$ cat src/rtl/ngga_pkg.sv
// Shared constants, record types and helper functions of the GGA sentence parser.
package ngga_pkg;

  localparam int MAX_LINE_DEF    = 512;
  localparam int FRAC_DIGITS_DEF = 5;
  localparam int MAX_FIELDS      = 15;

  localparam int FIELD_W     = 4;
  localparam int WHOLE_W     = 17;
  localparam int WHOLE_EXT_W = WHOLE_W + 4;
  localparam int FRAC_W_MAX  = 20;
  localparam int FRAC_EXT_W  = FRAC_W_MAX + 4;
  localparam int FIX_W       = 8;
  localparam int FIX_EXT_W   = FIX_W + 4;
  localparam int LAT_W       = 31;
  localparam int LON_W       = 32;
  localparam int HDR_LEN     = 6;

  localparam logic [WHOLE_W-1:0] WHOLE_MAX = 17'd131071;
  localparam logic [FIX_W-1:0]   FIX_MAX   = 8'd255;

  localparam int LAT_LIMIT = 900000000;
  localparam int LON_LIMIT = 1800000000;

  // reciprocals for the constant divides in the converter
  localparam logic [12:0] RECIP100 = 13'd5242;       // floor(2^19/100), under-estimate
  localparam logic [28:0] RECIP15  = 29'd286331153;  // floor(2^32/15)

  localparam int CONV_STAGES = 8;
  localparam int QUEUE_DEPTH = 2;

  // characters
  localparam logic [7:0] CH_CR     = 8'h0D;
  localparam logic [7:0] CH_LF     = 8'h0A;
  localparam logic [7:0] CH_COMMA  = 8'h2C;
  localparam logic [7:0] CH_DOT    = 8'h2E;
  localparam logic [7:0] CH_DOLLAR = 8'h24;
  localparam logic [7:0] CH_ZERO   = 8'h30;
  localparam logic [7:0] CH_NINE   = 8'h39;
  localparam logic [7:0] CH_A      = 8'h41;
  localparam logic [7:0] CH_G      = 8'h47;
  localparam logic [7:0] CH_N      = 8'h4E;
  localparam logic [7:0] CH_P      = 8'h50;
  localparam logic [7:0] CH_S      = 8'h53;
  localparam logic [7:0] CH_W      = 8'h57;

  // comma field numbers
  localparam logic [FIELD_W-1:0] FLD_LAT      = 4'd2;
  localparam logic [FIELD_W-1:0] FLD_NS       = 4'd3;
  localparam logic [FIELD_W-1:0] FLD_LON      = 4'd4;
  localparam logic [FIELD_W-1:0] FLD_EW       = 4'd5;
  localparam logic [FIELD_W-1:0] FLD_FIX      = 4'd6;
  localparam logic [FIELD_W-1:0] FLD_MIN_EMIT = 4'd9;

  typedef struct packed {
    logic [WHOLE_W-1:0]    whole;
    logic [FRAC_W_MAX-1:0] frac;
    logic [2:0]            fd;     // 0: no point yet, else 1 + digits kept
    logic [1:0]            chars;  // saturates at 3
    logic                  neg;
  } coord_t;

  typedef struct packed {
    logic [FIX_W-1:0] fix;
    coord_t           lat;
    coord_t           lon;
  } record_t;

  function automatic logic [FRAC_W_MAX-1:0] pow10(input logic [2:0] e);
    logic [FRAC_W_MAX-1:0] v;
    case (e)
      3'd0:    v = 20'd1;
      3'd1:    v = 20'd10;
      3'd2:    v = 20'd100;
      3'd3:    v = 20'd1000;
      3'd4:    v = 20'd10000;
      3'd5:    v = 20'd100000;
      3'd6:    v = 20'd1000000;
      default: v = 20'd0;
    endcase
    return v;
  endfunction

  function automatic logic is_digit(input logic [7:0] b);
    return (b >= CH_ZERO) && (b <= CH_NINE);
  endfunction

endpackage

$ cat src/rtl/ngga_front.sv
// Byte parser: line framing, header match, comma fields and number capture.
module ngga_front #(
  parameter int MAX_LINE    = ngga_pkg::MAX_LINE_DEF,
  parameter int FRAC_DIGITS = ngga_pkg::FRAC_DIGITS_DEF
) (
  input  logic                clk,
  input  logic                rst_n,
  input  logic                accept,
  input  logic [7:0]          data_byte,
  output logic                push,
  output ngga_pkg::record_t   rec
);

  localparam int LEN_W = $clog2(MAX_LINE + 1);

  logic [ngga_pkg::FIELD_W-1:0] field_r, field_nxt;
  logic [LEN_W-1:0]             len_r, len_nxt;
  logic [2:0]                   hmp_r, hmp_nxt;
  logic                         good_r, good_nxt;
  logic                         cr_r, cr_nxt;
  logic                         ovf_r, ovf_nxt;
  ngga_pkg::coord_t             lat_r, lat_nxt;
  ngga_pkg::coord_t             lon_r, lon_nxt;
  logic [ngga_pkg::FIX_W-1:0]   fix_r, fix_nxt;
  logic                         stop_r, stop_nxt;

  logic                             line_end;
  logic                             emit;
  logic                             digit;
  logic [ngga_pkg::FIX_EXT_W-1:0]   fix10;

  function automatic logic hdr_char_ok(input logic [2:0] pos, input logic [7:0] b);
    logic ok;
    unique case (pos)
      3'd0:    ok = (b == ngga_pkg::CH_DOLLAR);
      3'd1:    ok = (b == ngga_pkg::CH_G);
      3'd2:    ok = (b == ngga_pkg::CH_P) || (b == ngga_pkg::CH_N);
      3'd3:    ok = (b == ngga_pkg::CH_G);
      3'd4:    ok = (b == ngga_pkg::CH_G);
      3'd5:    ok = (b == ngga_pkg::CH_A);
      default: ok = 1'b0;
    endcase
    return ok;
  endfunction

  // one character of a coordinate field, number not yet stopped
  function automatic ngga_pkg::coord_t coord_next(input ngga_pkg::coord_t c,
                                                  input logic [7:0] b);
    ngga_pkg::coord_t                o;
    logic [ngga_pkg::WHOLE_EXT_W-1:0] w10;
    logic [ngga_pkg::FRAC_EXT_W-1:0]  f10;
    logic [3:0]                       d;
    o   = c;
    d   = 4'(b - ngga_pkg::CH_ZERO);
    w10 = ngga_pkg::WHOLE_EXT_W'(c.whole) * ngga_pkg::WHOLE_EXT_W'(10)
        + ngga_pkg::WHOLE_EXT_W'(d);
    f10 = ngga_pkg::FRAC_EXT_W'(c.frac) * ngga_pkg::FRAC_EXT_W'(10)
        + ngga_pkg::FRAC_EXT_W'(d);
    if (ngga_pkg::is_digit(b)) begin
      if (c.fd == 3'd0) begin
        o.whole = (w10 > ngga_pkg::WHOLE_EXT_W'(ngga_pkg::WHOLE_MAX)) ?
                  ngga_pkg::WHOLE_MAX : w10[ngga_pkg::WHOLE_W-1:0];
      end else if ((c.fd - 3'd1) < 3'(FRAC_DIGITS)) begin
        o.frac = f10[ngga_pkg::FRAC_W_MAX-1:0];
        o.fd   = c.fd + 3'd1;
      end
    end else if ((b == ngga_pkg::CH_DOT) && (c.fd == 3'd0)) begin
      o.fd = 3'd1;
    end
    return o;
  endfunction

  function automatic logic num_ends(input ngga_pkg::coord_t c, input logic [7:0] b);
    return !ngga_pkg::is_digit(b) && !((b == ngga_pkg::CH_DOT) && (c.fd == 3'd0));
  endfunction

  function automatic logic [1:0] chars_inc(input logic [1:0] ch);
    return (ch == 2'd3) ? ch : ch + 2'd1;
  endfunction

  assign line_end = (data_byte == ngga_pkg::CH_LF) && cr_r;
  assign emit     = !ovf_r && good_r && (field_r >= ngga_pkg::FLD_MIN_EMIT);
  assign push     = accept && line_end && emit;
  assign digit    = ngga_pkg::is_digit(data_byte);
  assign fix10    = ngga_pkg::FIX_EXT_W'(fix_r) * ngga_pkg::FIX_EXT_W'(10)
                  + ngga_pkg::FIX_EXT_W'(data_byte - ngga_pkg::CH_ZERO);

  assign rec.fix = fix_r;
  assign rec.lat = lat_r;
  assign rec.lon = lon_r;

  always_comb begin
    field_nxt = field_r;
    len_nxt   = len_r;
    hmp_nxt   = hmp_r;
    good_nxt  = good_r;
    cr_nxt    = cr_r;
    ovf_nxt   = ovf_r;
    lat_nxt   = lat_r;
    lon_nxt   = lon_r;
    fix_nxt   = fix_r;
    stop_nxt  = stop_r;
    if (accept) begin
      if (line_end) begin
        field_nxt = '0;
        len_nxt   = '0;
        hmp_nxt   = '0;
        good_nxt  = 1'b0;
        cr_nxt    = 1'b0;
        ovf_nxt   = 1'b0;
        lat_nxt   = '0;
        lon_nxt   = '0;
        fix_nxt   = '0;
        stop_nxt  = 1'b0;
      end else begin
        // a CR that may start the line end does not count as overflow
        if (len_r < LEN_W'(MAX_LINE)) begin
          len_nxt = len_r + LEN_W'(1);
        end else if (!((data_byte == ngga_pkg::CH_CR) && !cr_r)) begin
          ovf_nxt = 1'b1;
        end
        cr_nxt = (data_byte == ngga_pkg::CH_CR);

        if ((len_r < LEN_W'(ngga_pkg::HDR_LEN)) && (LEN_W'(hmp_r) == len_r) &&
            hdr_char_ok(len_r[2:0], data_byte)) begin
          hmp_nxt = hmp_r + 3'd1;
        end
        if ((len_r == LEN_W'(ngga_pkg::HDR_LEN)) && (hmp_r == 3'(ngga_pkg::HDR_LEN)) &&
            (data_byte == ngga_pkg::CH_COMMA)) begin
          good_nxt = 1'b1;
        end

        if (data_byte == ngga_pkg::CH_COMMA) begin
          if (field_r < ngga_pkg::FIELD_W'(ngga_pkg::MAX_FIELDS - 1)) begin
            field_nxt = field_r + 4'd1;
          end
          stop_nxt = 1'b0;
        end else begin
          unique case (field_r)
            ngga_pkg::FLD_LAT: begin
              lat_nxt.chars = chars_inc(lat_r.chars);
              if (!stop_r) begin
                lat_nxt  = coord_next(lat_r, data_byte);
                lat_nxt.chars = chars_inc(lat_r.chars);
                stop_nxt = num_ends(lat_r, data_byte);
              end
            end
            ngga_pkg::FLD_NS: begin
              if (!stop_r) begin
                lat_nxt.neg = (data_byte == ngga_pkg::CH_S);
                stop_nxt    = 1'b1;
              end
            end
            ngga_pkg::FLD_LON: begin
              lon_nxt.chars = chars_inc(lon_r.chars);
              if (!stop_r) begin
                lon_nxt  = coord_next(lon_r, data_byte);
                lon_nxt.chars = chars_inc(lon_r.chars);
                stop_nxt = num_ends(lon_r, data_byte);
              end
            end
            ngga_pkg::FLD_EW: begin
              if (!stop_r) begin
                lon_nxt.neg = (data_byte == ngga_pkg::CH_W);
                stop_nxt    = 1'b1;
              end
            end
            ngga_pkg::FLD_FIX: begin
              if (!stop_r) begin
                if (digit) begin
                  fix_nxt = (fix10 > ngga_pkg::FIX_EXT_W'(ngga_pkg::FIX_MAX)) ?
                            ngga_pkg::FIX_MAX : fix10[ngga_pkg::FIX_W-1:0];
                end else begin
                  stop_nxt = 1'b1;
                end
              end
            end
            default: ;
          endcase
        end
      end
    end
  end

  always_ff @(posedge clk) begin
    if (!rst_n) begin
      field_r <= '0;
      len_r   <= '0;
      hmp_r   <= '0;
      good_r  <= 1'b0;
      cr_r    <= 1'b0;
      ovf_r   <= 1'b0;
      lat_r   <= '0;
      lon_r   <= '0;
      fix_r   <= '0;
      stop_r  <= 1'b0;
    end else begin
      field_r <= field_nxt;
      len_r   <= len_nxt;
      hmp_r   <= hmp_nxt;
      good_r  <= good_nxt;
      cr_r    <= cr_nxt;
      ovf_r   <= ovf_nxt;
      lat_r   <= lat_nxt;
      lon_r   <= lon_nxt;
      fix_r   <= fix_nxt;
      stop_r  <= stop_nxt;
    end
  end

endmodule

$ cat src/rtl/ngga_queue.sv
// Short record queue between the byte parser and the converter.
module ngga_queue (
  input  logic              clk,
  input  logic              rst_n,
  input  logic              push,
  input  ngga_pkg::record_t push_data,
  output logic              has_room,
  output logic              pop_valid,
  input  logic              pop_ready,
  output ngga_pkg::record_t pop_data
);

  localparam int DEPTH = ngga_pkg::QUEUE_DEPTH;
  localparam int PW    = $clog2(DEPTH);
  localparam int CW    = $clog2(DEPTH + 1);

  ngga_pkg::record_t mem_r [DEPTH];
  logic [PW-1:0]     wr_ptr_r, wr_ptr_nxt;
  logic [PW-1:0]     rd_ptr_r, rd_ptr_nxt;
  logic [CW-1:0]     cnt_r, cnt_nxt;
  logic              pop;

  assign has_room  = (cnt_r < CW'(DEPTH));
  assign pop_valid = (cnt_r != '0);
  assign pop       = pop_valid && pop_ready;
  assign pop_data  = mem_r[rd_ptr_r];

  always_comb begin
    wr_ptr_nxt = wr_ptr_r;
    rd_ptr_nxt = rd_ptr_r;
    cnt_nxt    = cnt_r;
    if (push) begin
      wr_ptr_nxt = (wr_ptr_r == PW'(DEPTH - 1)) ? '0 : wr_ptr_r + PW'(1);
    end
    if (pop) begin
      rd_ptr_nxt = (rd_ptr_r == PW'(DEPTH - 1)) ? '0 : rd_ptr_r + PW'(1);
    end
    if (push && !pop) begin
      cnt_nxt = cnt_r + CW'(1);
    end else if (pop && !push) begin
      cnt_nxt = cnt_r - CW'(1);
    end
  end

  always_ff @(posedge clk) begin
    if (!rst_n) begin
      wr_ptr_r <= '0;
      rd_ptr_r <= '0;
      cnt_r    <= '0;
    end else begin
      wr_ptr_r <= wr_ptr_nxt;
      rd_ptr_r <= rd_ptr_nxt;
      cnt_r    <= cnt_nxt;
    end
  end

  always_ff @(posedge clk) begin
    if (push) begin
      mem_r[wr_ptr_r] <= push_data;
    end
  end

  a_no_push_full: assert property (@(posedge clk) disable iff (!rst_n)
    !has_room |-> !push)
    else $error("record pushed into full queue");

  a_empty_ptrs: assert property (@(posedge clk) disable iff (!rst_n)
    (cnt_r == '0) |-> (wr_ptr_r == rd_ptr_r))
    else $error("queue pointers disagree with empty count");

endmodule

$ cat src/rtl/ngga_conv.sv
// Pipelined ddmm.mmmm to signed degrees*1e7 converter, constant divides by reciprocal.
module ngga_conv #(
  parameter int FRAC_DIGITS = ngga_pkg::FRAC_DIGITS_DEF,
  parameter int OUT_W       = ngga_pkg::LAT_W,
  parameter int LIMIT       = ngga_pkg::LAT_LIMIT
) (
  input  logic                    clk,
  input  logic                    en,
  input  ngga_pkg::coord_t        c,
  input  logic                    zero,
  output logic signed [OUT_W-1:0] value
);

  localparam int UNIT    = 10 ** FRAC_DIGITS;
  localparam int SCALE_M = 10 ** (7 - FRAC_DIGITS);
  localparam int FSC_W   = $clog2(UNIT);
  localparam int MIN_W   = $clog2(100 * UNIT);
  localparam int PFR_W   = ngga_pkg::FRAC_W_MAX + 20;

  // stage 1
  logic [29:0]                  p100;
  logic [2:0]                   kept;
  logic [2:0]                   pexp;
  logic [PFR_W-1:0]             pfr;
  logic [ngga_pkg::WHOLE_W-1:0] w1_r;
  logic [10:0]                  q0_r;
  logic [FSC_W-1:0]             fsc1_r;
  logic                         ok1_r, neg1_r;
  // stage 2
  logic [17:0]                  r0;
  logic                         r0_ge;
  logic [10:0]                  q2_r;
  logic [6:0]                   r2_r;
  logic [FSC_W-1:0]             fsc2_r;
  logic                         ok2_r, neg2_r;
  // stage 3
  logic [29:0]                  min_sum;
  logic [MIN_W-1:0]             min3_r;
  logic [33:0]                  qdeg3_r;
  logic                         ok3_r, neg3_r;
  // stage 4
  logic [29:0]                  x4;
  logic [27:0]                  y4_r;
  logic [33:0]                  qdeg4_r;
  logic                         ok4_r, neg4_r;
  // stage 5
  logic [56:0]                  p15;
  logic [27:0]                  y5_r;
  logic [24:0]                  q15_r;
  logic [33:0]                  qdeg5_r;
  logic                         ok5_r, neg5_r;
  // stage 6
  logic [27:0]                  r15;
  logic [24:0]                  mt6_r;
  logic [33:0]                  qdeg6_r;
  logic                         ok6_r, neg6_r;
  // stage 7
  logic [34:0]                  mag;
  logic [OUT_W-1:0]             mag7_r;
  logic                         ok7_r, neg7_r;
  // stage 8
  logic [OUT_W-1:0]             value_r;

  always_comb begin
    kept = (c.fd == 3'd0) ? 3'd0 : c.fd - 3'd1;
    pexp = 3'(FRAC_DIGITS) - kept;
  end

  assign p100 = 30'(c.whole) * 30'(ngga_pkg::RECIP100);
  assign pfr  = PFR_W'(c.frac) * PFR_W'(ngga_pkg::pow10(pexp));

  // quotient estimate is at most one low
  assign r0    = 18'(w1_r) - 18'(q0_r) * 18'd100;
  assign r0_ge = (r0 >= 18'd100);

  assign min_sum = 30'(r2_r) * 30'(UNIT) + 30'(fsc2_r);

  // minutes*1e7/60 rounded half up: floor((min*M + 30) / 60), /4 then /15
  assign x4  = 30'(min3_r) * 30'(SCALE_M) + 30'd30;
  assign p15 = 57'(y4_r) * 57'(ngga_pkg::RECIP15);
  assign r15 = y5_r - 28'(q15_r) * 28'd15;
  assign mag = 35'(qdeg6_r) + 35'(mt6_r);

  always_ff @(posedge clk) begin
    if (en) begin
      w1_r    <= c.whole;
      q0_r    <= p100[29:19];
      fsc1_r  <= pfr[FSC_W-1:0];
      ok1_r   <= (c.chars == 2'd3) && !zero;
      neg1_r  <= c.neg;

      q2_r    <= q0_r + 11'(r0_ge);
      r2_r    <= r0_ge ? 7'(r0 - 18'd100) : r0[6:0];
      fsc2_r  <= fsc1_r;
      ok2_r   <= ok1_r;
      neg2_r  <= neg1_r;

      min3_r  <= min_sum[MIN_W-1:0];
      qdeg3_r <= 34'(q2_r) * 34'd10000000;
      ok3_r   <= ok2_r;
      neg3_r  <= neg2_r;

      y4_r    <= x4[29:2];
      qdeg4_r <= qdeg3_r;
      ok4_r   <= ok3_r;
      neg4_r  <= neg3_r;

      y5_r    <= y4_r;
      q15_r   <= p15[56:32];
      qdeg5_r <= qdeg4_r;
      ok5_r   <= ok4_r;
      neg5_r  <= neg4_r;

      mt6_r   <= q15_r + 25'(r15 >= 28'd15);
      qdeg6_r <= qdeg5_r;
      ok6_r   <= ok5_r;
      neg6_r  <= neg5_r;

      mag7_r  <= (mag > 35'(LIMIT)) ? OUT_W'(LIMIT) : mag[OUT_W-1:0];
      ok7_r   <= ok6_r;
      neg7_r  <= neg6_r;

      value_r <= !ok7_r ? '0 : (neg7_r ? OUT_W'(0) - mag7_r : mag7_r);
    end
  end

  assign value = $signed(value_r);

endmodule

$ cat src/rtl/ngga_back.sv
// Conversion back end: two coordinate lanes, fix pipeline and result register.
module ngga_back #(
  parameter int FRAC_DIGITS = ngga_pkg::FRAC_DIGITS_DEF
) (
  input  logic                                clk,
  input  logic                                rst_n,
  input  logic                                rec_valid,
  input  ngga_pkg::record_t                   rec,
  output logic                                rec_ready,
  output logic                                out_valid,
  input  logic                                out_ready,
  output logic                                out_fix_valid,
  output logic [ngga_pkg::FIX_W-1:0]          out_fix_quality,
  output logic signed [ngga_pkg::LAT_W-1:0]   out_latitude_e7,
  output logic signed [ngga_pkg::LON_W-1:0]   out_longitude_e7
);

  localparam int NS = ngga_pkg::CONV_STAGES;

  logic [NS-1:0]              vld_r;
  logic [ngga_pkg::FIX_W-1:0] fix_r [NS];
  logic                       advance;
  logic                       no_fix;

  // whole pipeline holds while a result waits
  assign advance   = !vld_r[NS-1] || out_ready;
  assign rec_ready = advance;
  assign no_fix    = (rec.fix == '0);

  always_ff @(posedge clk) begin
    if (!rst_n) begin
      vld_r <= '0;
    end else if (advance) begin
      vld_r <= {vld_r[NS-2:0], rec_valid};
    end
  end

  always_ff @(posedge clk) begin
    if (advance) begin
      fix_r[0] <= rec.fix;
      for (int i = 1; i < NS; i++) begin
        fix_r[i] <= fix_r[i-1];
      end
    end
  end

  ngga_conv #(
    .FRAC_DIGITS (FRAC_DIGITS),
    .OUT_W       (ngga_pkg::LAT_W),
    .LIMIT       (ngga_pkg::LAT_LIMIT)
  ) u_lat (
    .clk   (clk),
    .en    (advance),
    .c     (rec.lat),
    .zero  (no_fix),
    .value (out_latitude_e7)
  );

  ngga_conv #(
    .FRAC_DIGITS (FRAC_DIGITS),
    .OUT_W       (ngga_pkg::LON_W),
    .LIMIT       (ngga_pkg::LON_LIMIT)
  ) u_lon (
    .clk   (clk),
    .en    (advance),
    .c     (rec.lon),
    .zero  (no_fix),
    .value (out_longitude_e7)
  );

  assign out_valid       = vld_r[NS-1];
  assign out_fix_quality = fix_r[NS-1];
  assign out_fix_valid   = (fix_r[NS-1] != '0);

  a_nofix_zero: assert property (@(posedge clk) disable iff (!rst_n)
    (out_valid && !out_fix_valid) |->
      (out_latitude_e7 == '0) && (out_longitude_e7 == '0))
    else $error("coordinates nonzero without fix");

  a_lat_range: assert property (@(posedge clk) disable iff (!rst_n)
    out_valid |-> (out_latitude_e7 <= ngga_pkg::LAT_LIMIT) &&
                  (out_latitude_e7 >= -ngga_pkg::LAT_LIMIT))
    else $error("latitude out of range");

endmodule

$ cat src/rtl/nmea_gga_position_parser_core.sv
// A line's record enters the queue at the transfer of the LF that ends it, then passes the converter.
// One byte per cycle while in_ready is high; the 8-stage converter takes a new record every cycle unless held.
// in_ready drops while the two-entry record queue is full, even in a cycle its head is taken.
// out_valid holds the converter pipeline (and the queue behind it) while stalled.
// Reset (synchronous, rst_n low) clears the line state, the queue and the pipeline valids.
module nmea_gga_position_parser_core #(
  parameter int MAX_LINE    = ngga_pkg::MAX_LINE_DEF,
  parameter int FRAC_DIGITS = ngga_pkg::FRAC_DIGITS_DEF
) (
  input  logic                                clk,
  input  logic                                rst_n,
  input  logic                                in_valid,
  output logic                                in_ready,
  input  logic [7:0]                          in_data_byte,
  output logic                                out_valid,
  input  logic                                out_ready,
  output logic                                out_fix_valid,
  output logic [ngga_pkg::FIX_W-1:0]          out_fix_quality,
  output logic signed [ngga_pkg::LAT_W-1:0]   out_latitude_e7,
  output logic signed [ngga_pkg::LON_W-1:0]   out_longitude_e7
);

  logic              accept;
  logic              push;
  ngga_pkg::record_t push_rec;
  logic              has_room;
  logic              q_valid;
  logic              q_ready;
  ngga_pkg::record_t q_rec;

  assign in_ready = has_room;
  assign accept   = in_valid && in_ready;

  ngga_front #(
    .MAX_LINE    (MAX_LINE),
    .FRAC_DIGITS (FRAC_DIGITS)
  ) u_front (
    .clk       (clk),
    .rst_n     (rst_n),
    .accept    (accept),
    .data_byte (in_data_byte),
    .push      (push),
    .rec       (push_rec)
  );

  ngga_queue u_queue (
    .clk       (clk),
    .rst_n     (rst_n),
    .push      (push),
    .push_data (push_rec),
    .has_room  (has_room),
    .pop_valid (q_valid),
    .pop_ready (q_ready),
    .pop_data  (q_rec)
  );

  ngga_back #(
    .FRAC_DIGITS (FRAC_DIGITS)
  ) u_back (
    .clk              (clk),
    .rst_n            (rst_n),
    .rec_valid        (q_valid),
    .rec              (q_rec),
    .rec_ready        (q_ready),
    .out_valid        (out_valid),
    .out_ready        (out_ready),
    .out_fix_valid    (out_fix_valid),
    .out_fix_quality  (out_fix_quality),
    .out_latitude_e7  (out_latitude_e7),
    .out_longitude_e7 (out_longitude_e7)
  );

endmodule
$ cat config.mk
export PLATFORM = sky130hd
export DESIGN_NAME = nmea_gga_position_parser_core
export DESIGN_NICKNAME = d
export VERILOG_FILES = /design/src/rtl/ngga_pkg.sv /design/src/rtl/ngga_front.sv /design/src/rtl/ngga_queue.sv /design/src/rtl/ngga_conv.sv /design/src/rtl/ngga_back.sv /design/src/rtl/nmea_gga_position_parser_core.sv
export SDC_FILE = /design/constraint.sdc
export NUM_CORES = 2
export LEC_CHECK = 0
export BUFFER_PORTS_ARGS = -buffer_cell sky130_fd_sc_hd__buf_2
export CORE_UTILIZATION = 29
export DETAILED_ROUTE_END_ITERATION = 7
export PLACE_DENSITY_LB_ADDON = 0.1
export RECOVER_POWER = 50
export SYNTH_ARGS = -nofsm -noshare
export SYNTH_HDL_FRONTEND = slang
export SYNTH_SLANG_ARGS = --single-unit
$ cat constraint.sdc
create_clock -name clk -period 23.9 [get_ports clk]
set_input_delay 2.39 -clock clk [delete_from_list [all_inputs] [get_ports clk]]
set_output_delay 2.39 -clock clk [all_outputs]
set_load 0.05 [all_outputs]
### Word-level counts from Yosys, hierarchy flattened

Memories as Yosys holds them, arrays and structs flattened. A register that Yosys moved wholly into a read port is not among the register bits.
Cells that the tools add are included.

* output and inout port bits: 74
* register bits after elaboration: 917
* input bits: 12
* memories: 2
* memory bits (writable): 252

Memories
* u_queue.mem_r: depth 2, width 94, read ports 1, clocked after Yosys merged registers in 1, wr ports 1, RTL line ngga_queue.sv:17 `ngga_pkg::record_t mem_r [DEPTH];`
* u_back.fix_r: depth 8, width 8, read ports 8, clocked after Yosys merged registers in 0, wr ports 8, RTL line ngga_back.sv:21 `logic [ngga_pkg::FIX_W-1:0] fix_r [NS];`

* add/subtract/negate cells: 42
* order comparisons: 18
* reduce and logical (&&, ||, !) cells: 80
* eq/ne operators: 52
* mux-type cells: 75
* multipliers: 21

Operator list (count)
* case mux 20 bit (7 select lines): 2
* 2-to-1 mux 43 bit: 6
* multiplier 28 x 29 -> 57 bit (second input constant): 2
* 2-to-1 mux 23 bit: 4
* 2-to-1 mux 42 bit: 2
* 2-to-1 mux 37 bit: 2
* adder 34 x 25 -> 35 bit: 2
* 2-to-1 mux 17 bit: 4
* adder 30 x 5 -> 30 bit (second input constant): 2
* multiplier 17 x 12 -> 29 bit (second input constant): 2
* greater-or-equal comparator 28 x 4 -> 1 bit (second input constant): 2
* multiplier 24 x 5 -> 28 bit (second input constant): 2
* multiplier 25 x 4 -> 28 bit (second input constant): 2
* subtractor 28 bit: 2
* multiplier 11 x 17 -> 27 bit (second input constant): 2
* adder 25 x 1 -> 25 bit: 2
* adder 24 x 17 -> 24 bit: 2
* equality test 8 x 7 -> 1 bit (second input constant): 6
* 2-to-1 mux 8 bit: 6
* adder 21 x 4 -> 21 bit: 2
* greater-than comparator 21 x 17 -> 1 bit (second input constant): 2
* adder 20 x 4 -> 20 bit: 2
* multiplier 17 x 3 -> 20 bit (second input constant): 2
* multiplier 20 x 20 -> 17 bit: 2
* 71 further kinds: 224

### Longest topological paths before layout

* word-level depth: 10
* mapped depth: 36
* mapped depth without buffers: 34

### Cells and area by module

Synthesis repeated with hierarchy kept, for this count alone.

* cells, all modules: 9440
* area total of the unflattened synthesis: 102064.1 um2

By module, submodules not included
* ngga_conv (u_back.u_lon): cells each 3877, area each 41101.9 um2, instances 1
* ngga_conv (u_back.u_lat): cells each 3732, area each 40302.4 um2, instances 1
* ngga_front: cells each 1410, area each 11338.4 um2, instances 1
* ngga_queue: cells each 314, area each 7011.7 um2, instances 1
* ngga_back: cells each 106, area each 2303.5 um2, instances 1
* nmea_gga_position_parser_core: cells each 1, area each 6.3 um2, instances 1

### Least setup slack after synthesis

No wires, ideal clock.

* path kind: input port to flip-flop
* from: in out_ready
* to: reg u_queue.cnt_r[1]
* buffers on the path: 1
* library setup time: 0.070 ns
* cell stages on the path: 7
* setup slack: -1.271 ns
* arrival time: 25.100 ns
* cell sequence: nor2b_1 clkbuf_1 clkinv_1 o21ai_0 ha_1 or3_1 a21oi_1

* longest elaborated chain between the ends: 5

RTL lines
* start: declaration: RTL line nmea_gga_position_parser_core.sv:16 `input logic out_ready,`
* logical OR 1 bit (*): RTL line ngga_back.sv:26 `assign advance = !vld_r[NS-1] || out_ready;`
* logical AND 1 bit (*): RTL line ngga_queue.sv:25 `assign pop = pop_valid && pop_ready;`
* zero test 1 bit: RTL line ngga_queue.sv:38 `if (push && !pop) begin`
* logical AND 1 bit: RTL line ngga_queue.sv:38
* 2-to-1 mux 2 bit or nonzero test 2 bit (tied branches)
* end signal: assignment: RTL line ngga_queue.sv:53 `cnt_r <= cnt_nxt;`
* end: declaration: RTL line ngga_queue.sv:20 `logic [CW-1:0] cnt_r, cnt_nxt;`

Every way passes the cells marked *; elsewhere a longest branch is shown, timed or not.
A chain may end at the register's enable or synchronous reset.

### Worst setup path in the final report

* from: in out_ready
* to: reg u_back.u_lon.q15_r[18] (enable)

* longest elaborated chain between the ends: 1

RTL lines
* logical OR 1 bit: RTL line ngga_back.sv:26
* end signal: assignment: RTL line ngga_conv.sv:109 `q15_r <= p15[56:32];`
* end: declaration: RTL line ngga_conv.sv:49 `logic [24:0] q15_r;`

No other way between the ends.

==> metrics.txt <==
starting density of the core between 20% and 30%; kind of launch point of the worst setup path input port; antenna violation net count after detailed routing 0; number of synthesized flops with an enable pin between 1000 and 1500; CP Cell Sequence buf_2, nor2b_1, clkbuf_1, clkinvlp_2, clkbuf_1, buf_4; clock-pin slew of the registers on the worst-case setup and hold paths 0.06 ns; GR Util All Layers 12.8%; total wirelength of the detailed-routed design between 200 and 250 mm; share of synthesized flip-flops with an asynchronous set or reset 0%; number of hold buffers added after cts 0; Yosys warnings 0; ranking of synthesized cells by instance count sky130_fd_sc_hd__inv_1, sky130_fd_sc_hd__ha_1, sky130_fd_sc_hd__edfxtp_1, sky130_fd_sc_hd__fa_1, sky130_fd_sc_hd__nor2_1; max-slew violation count 496; CP max FO 136; number of maximum-capacitance constraint violations 7; relative slew slack -394%; TritonCTS clock tree done; standard-cell row count 213; largest clock skew in the final design 0.0781 ns; final worst path period need 11.68 ns; routed via count 61300; slew at the pin closest to its max-slew limit between 7 and 8 ns; layout net count around 12000; final weighted congestion in routability-driven placement 0.831; largest delay contributor family on the critical path buffers and inverters; vias per std cell 4.43; Worst EP arrival 12.12 ns; number of buffers created by CTS 147; instance count of the mapped netlist approximately 9000; Die Ht 585 µm; post-CTS setup buffer count 0; accumulated negative setup slack 0 ns; total number of clock tree sinks 1152; CP dominant cell by count sky130_fd_sc_hd__clkbuf_1; placed cell area 104000 µm²; failing checks capacitance limit, slew limit; count leader, synth sky130_fd_sc_hd__inv_1; placed wire-length estimate after detailed placement approximately 170 mm; Avg Inst Size Synth 10.9 µm²; fraction of final layout cells sized beyond drive strength 1 3.92%; Ports 86; Port-buffer cells 85; Seq cells post-synth 1152; portion of synthesized cell area occupied by the leading cell type between 30% and 40%; proportion of synthesized chip area in sequential cells 33.9%; critical path data required time 24.34 ns; Skew-Pair Late Insertion Delay 0.85 ns; Synth cell types 103; class of the worst hold path flop to flop; maximum achievable frequency between 80 and 90 MHz; Worst path max stage delay 5.31 ns; Clock Tree Buf Depth 4; Die W 585 µm; # DRC 0; first-pass detailed-route iteration total 6; Core Footprint 337000 µm²; first-pass GRT wire length 356 mm; cell at the root of the clock tree sky130_fd_sc_hd__clkbuf_16; via count of the first global-routing pass 65600; number of endpoints failing setup at the final stage 0; Crit Path Category input port to flop; global-route congestion overflow total 0; Tcrit/Tclk final 48.9%; slowest CP cell sky130_fd_sc_hd__clkbuf_1; post-synthesis cell type with the largest combined area sky130_fd_sc_hd__edfxtp_1; top_reg_cell synth sky130_fd_sc_hd__edfxtp_1; floorplan die area 342000 µm²; H-tree depth 4; number of buffer and inverter instances along the worst setup path 5; growth of design area from synthesis to finish 10.7%; largest cells by area after synthesis sky130_fd_sc_hd__edfxtp_1, sky130_fd_sc_hd__ha_1, sky130_fd_sc_hd__fa_1; setup repair after global routing missed its margin no; Resized cells post-CTS 0; design area around 110000 µm²; post-route core utilization 32.3%; number of antenna violations at the first check in global routing 2; Final Hold Vio Count 0; post-synth design cell area 98500 µm²; pin count of the biggest net entering global routing approximately 190; result of the run finished, violations left; type of element capturing the critical path flop; detailed router's first-iteration violation count 2479; routed wirelength normalized by instance count 15.7 µm
==> layout by cell type (no fill, tap or decap), types with 138 or more instances in the layout <==
| master | instances |
|---|---|
| sky130_fd_sc_hd__inv_1 | 1603 |
| sky130_fd_sc_hd__ha_1 | 1531 |
| sky130_fd_sc_hd__edfxtp_1 | 1030 |
| sky130_fd_sc_hd__fa_1 | 768 |
| sky130_fd_sc_hd__nor2_1 | 532 |
| sky130_fd_sc_hd__xnor2_1 | 485 |
| sky130_fd_sc_hd__nand2_1 | 453 |
| sky130_fd_sc_hd__a21oi_1 | 376 |
| sky130_fd_sc_hd__o21ai_0 | 269 |
| sky130_fd_sc_hd__xor2_1 | 173 |
| sky130_fd_sc_hd__clkbuf_16 | 151 |
| sky130_fd_sc_hd__nor3_1 | 147 |
| sky130_fd_sc_hd__nand3_1 | 138 |
==> flip-flops by register name, indices dropped and copies added, names as in the netlist, 25 cells and up, named ones only <==
signal,cells
u_queue.mem_r,176
u_front.rec,80
u_back.fix_r,64
u_back.u_lon.mag7_r,32
u_back.u_lon.value,32
u_back.u_lat.mag7_r,31
u_back.u_lat.value,31
u_back.u_lat.y4_r,28
u_back.u_lat.y5_r,28
u_back.u_lon.y4_r,28
u_back.u_lon.y5_r,28
u_back.u_lat.qdeg3_r,27
u_back.u_lat.qdeg4_r,27
u_back.u_lat.qdeg5_r,27
u_back.u_lat.qdeg6_r,27
u_back.u_lon.qdeg3_r,27
u_back.u_lon.qdeg4_r,27
u_back.u_lon.qdeg5_r,27
u_back.u_lon.qdeg6_r,27
u_back.u_lat.mt6_r,25
u_back.u_lat.q15_r,25
u_back.u_lon.mt6_r,25
u_back.u_lon.q15_r,25
==> metal layers <==
metal	up-vias	track usage, %	wire [µm]
met5	-	0	0
met4	0	2.90	4300
met1	29400	17.9	109000
li1	31100	-	-
met3	209	1.39	5520
met2	546	21.2	98200
==> path summary, 6_finish.rpt <==
check | startpoint | endpoint | slack (ns) | cells past startpoint
worst min register to register | u_back.u_lat.fsc2_r[0] | u_back.u_lat.min3_r[0] | 0.34 | 0
worst max-delay path | out_ready | u_back.u_lon.q15_r[18] | 12.22 | 6
worst max register to register | flop | u_back.u_lon.fsc1_r[16] | 12.93 | 28
worst min-delay path | u_back.u_lat.fsc2_r[0] | u_back.u_lat.min3_r[0] | 0.34 | 0
==> area by class of cell <==
cell class / count / area (µm²)
clock inverter: 80 / 774
inverter: 1605 / 6030
clock buffer: 184 / 3940
tap: 4515 / 5650
antenna: 1 / 2.50
fill: 34400 / 228000
sequential: 1152 / 33400
timing repair buffer: 122 / 596
multi-input combinational: 6179 / 58700
==> logic make-up after synthesis <==
logic type | after synthesis | share of synthesized area (%)
fa+ha+maj | 2299 | 35.1
simple gates | 1825 | 8.92
buf+inv | 1714 | 6.58
compound gates | 1261 | 8.28
flops | 1152 | 33.9
xor+xnor | 659 | 5.87
mux | 129 | 1.42
other cells | 1 | 0.00381
==> stage by stage <==
stage	worst slack [ns]	hold WS [ns]	instances
CTS	15.29	0.324	13800
finish	12.22	0.345	13800
global route	10.69	0.341	13800
global placement	15.24	0.402	13600
floorplan	9.66	0.400	9045
detailed placement	15.26	0.405	13600
Power is not shown: default switching activity piles up to over one toggle a cycle in this logic, so the estimate is an artifact.
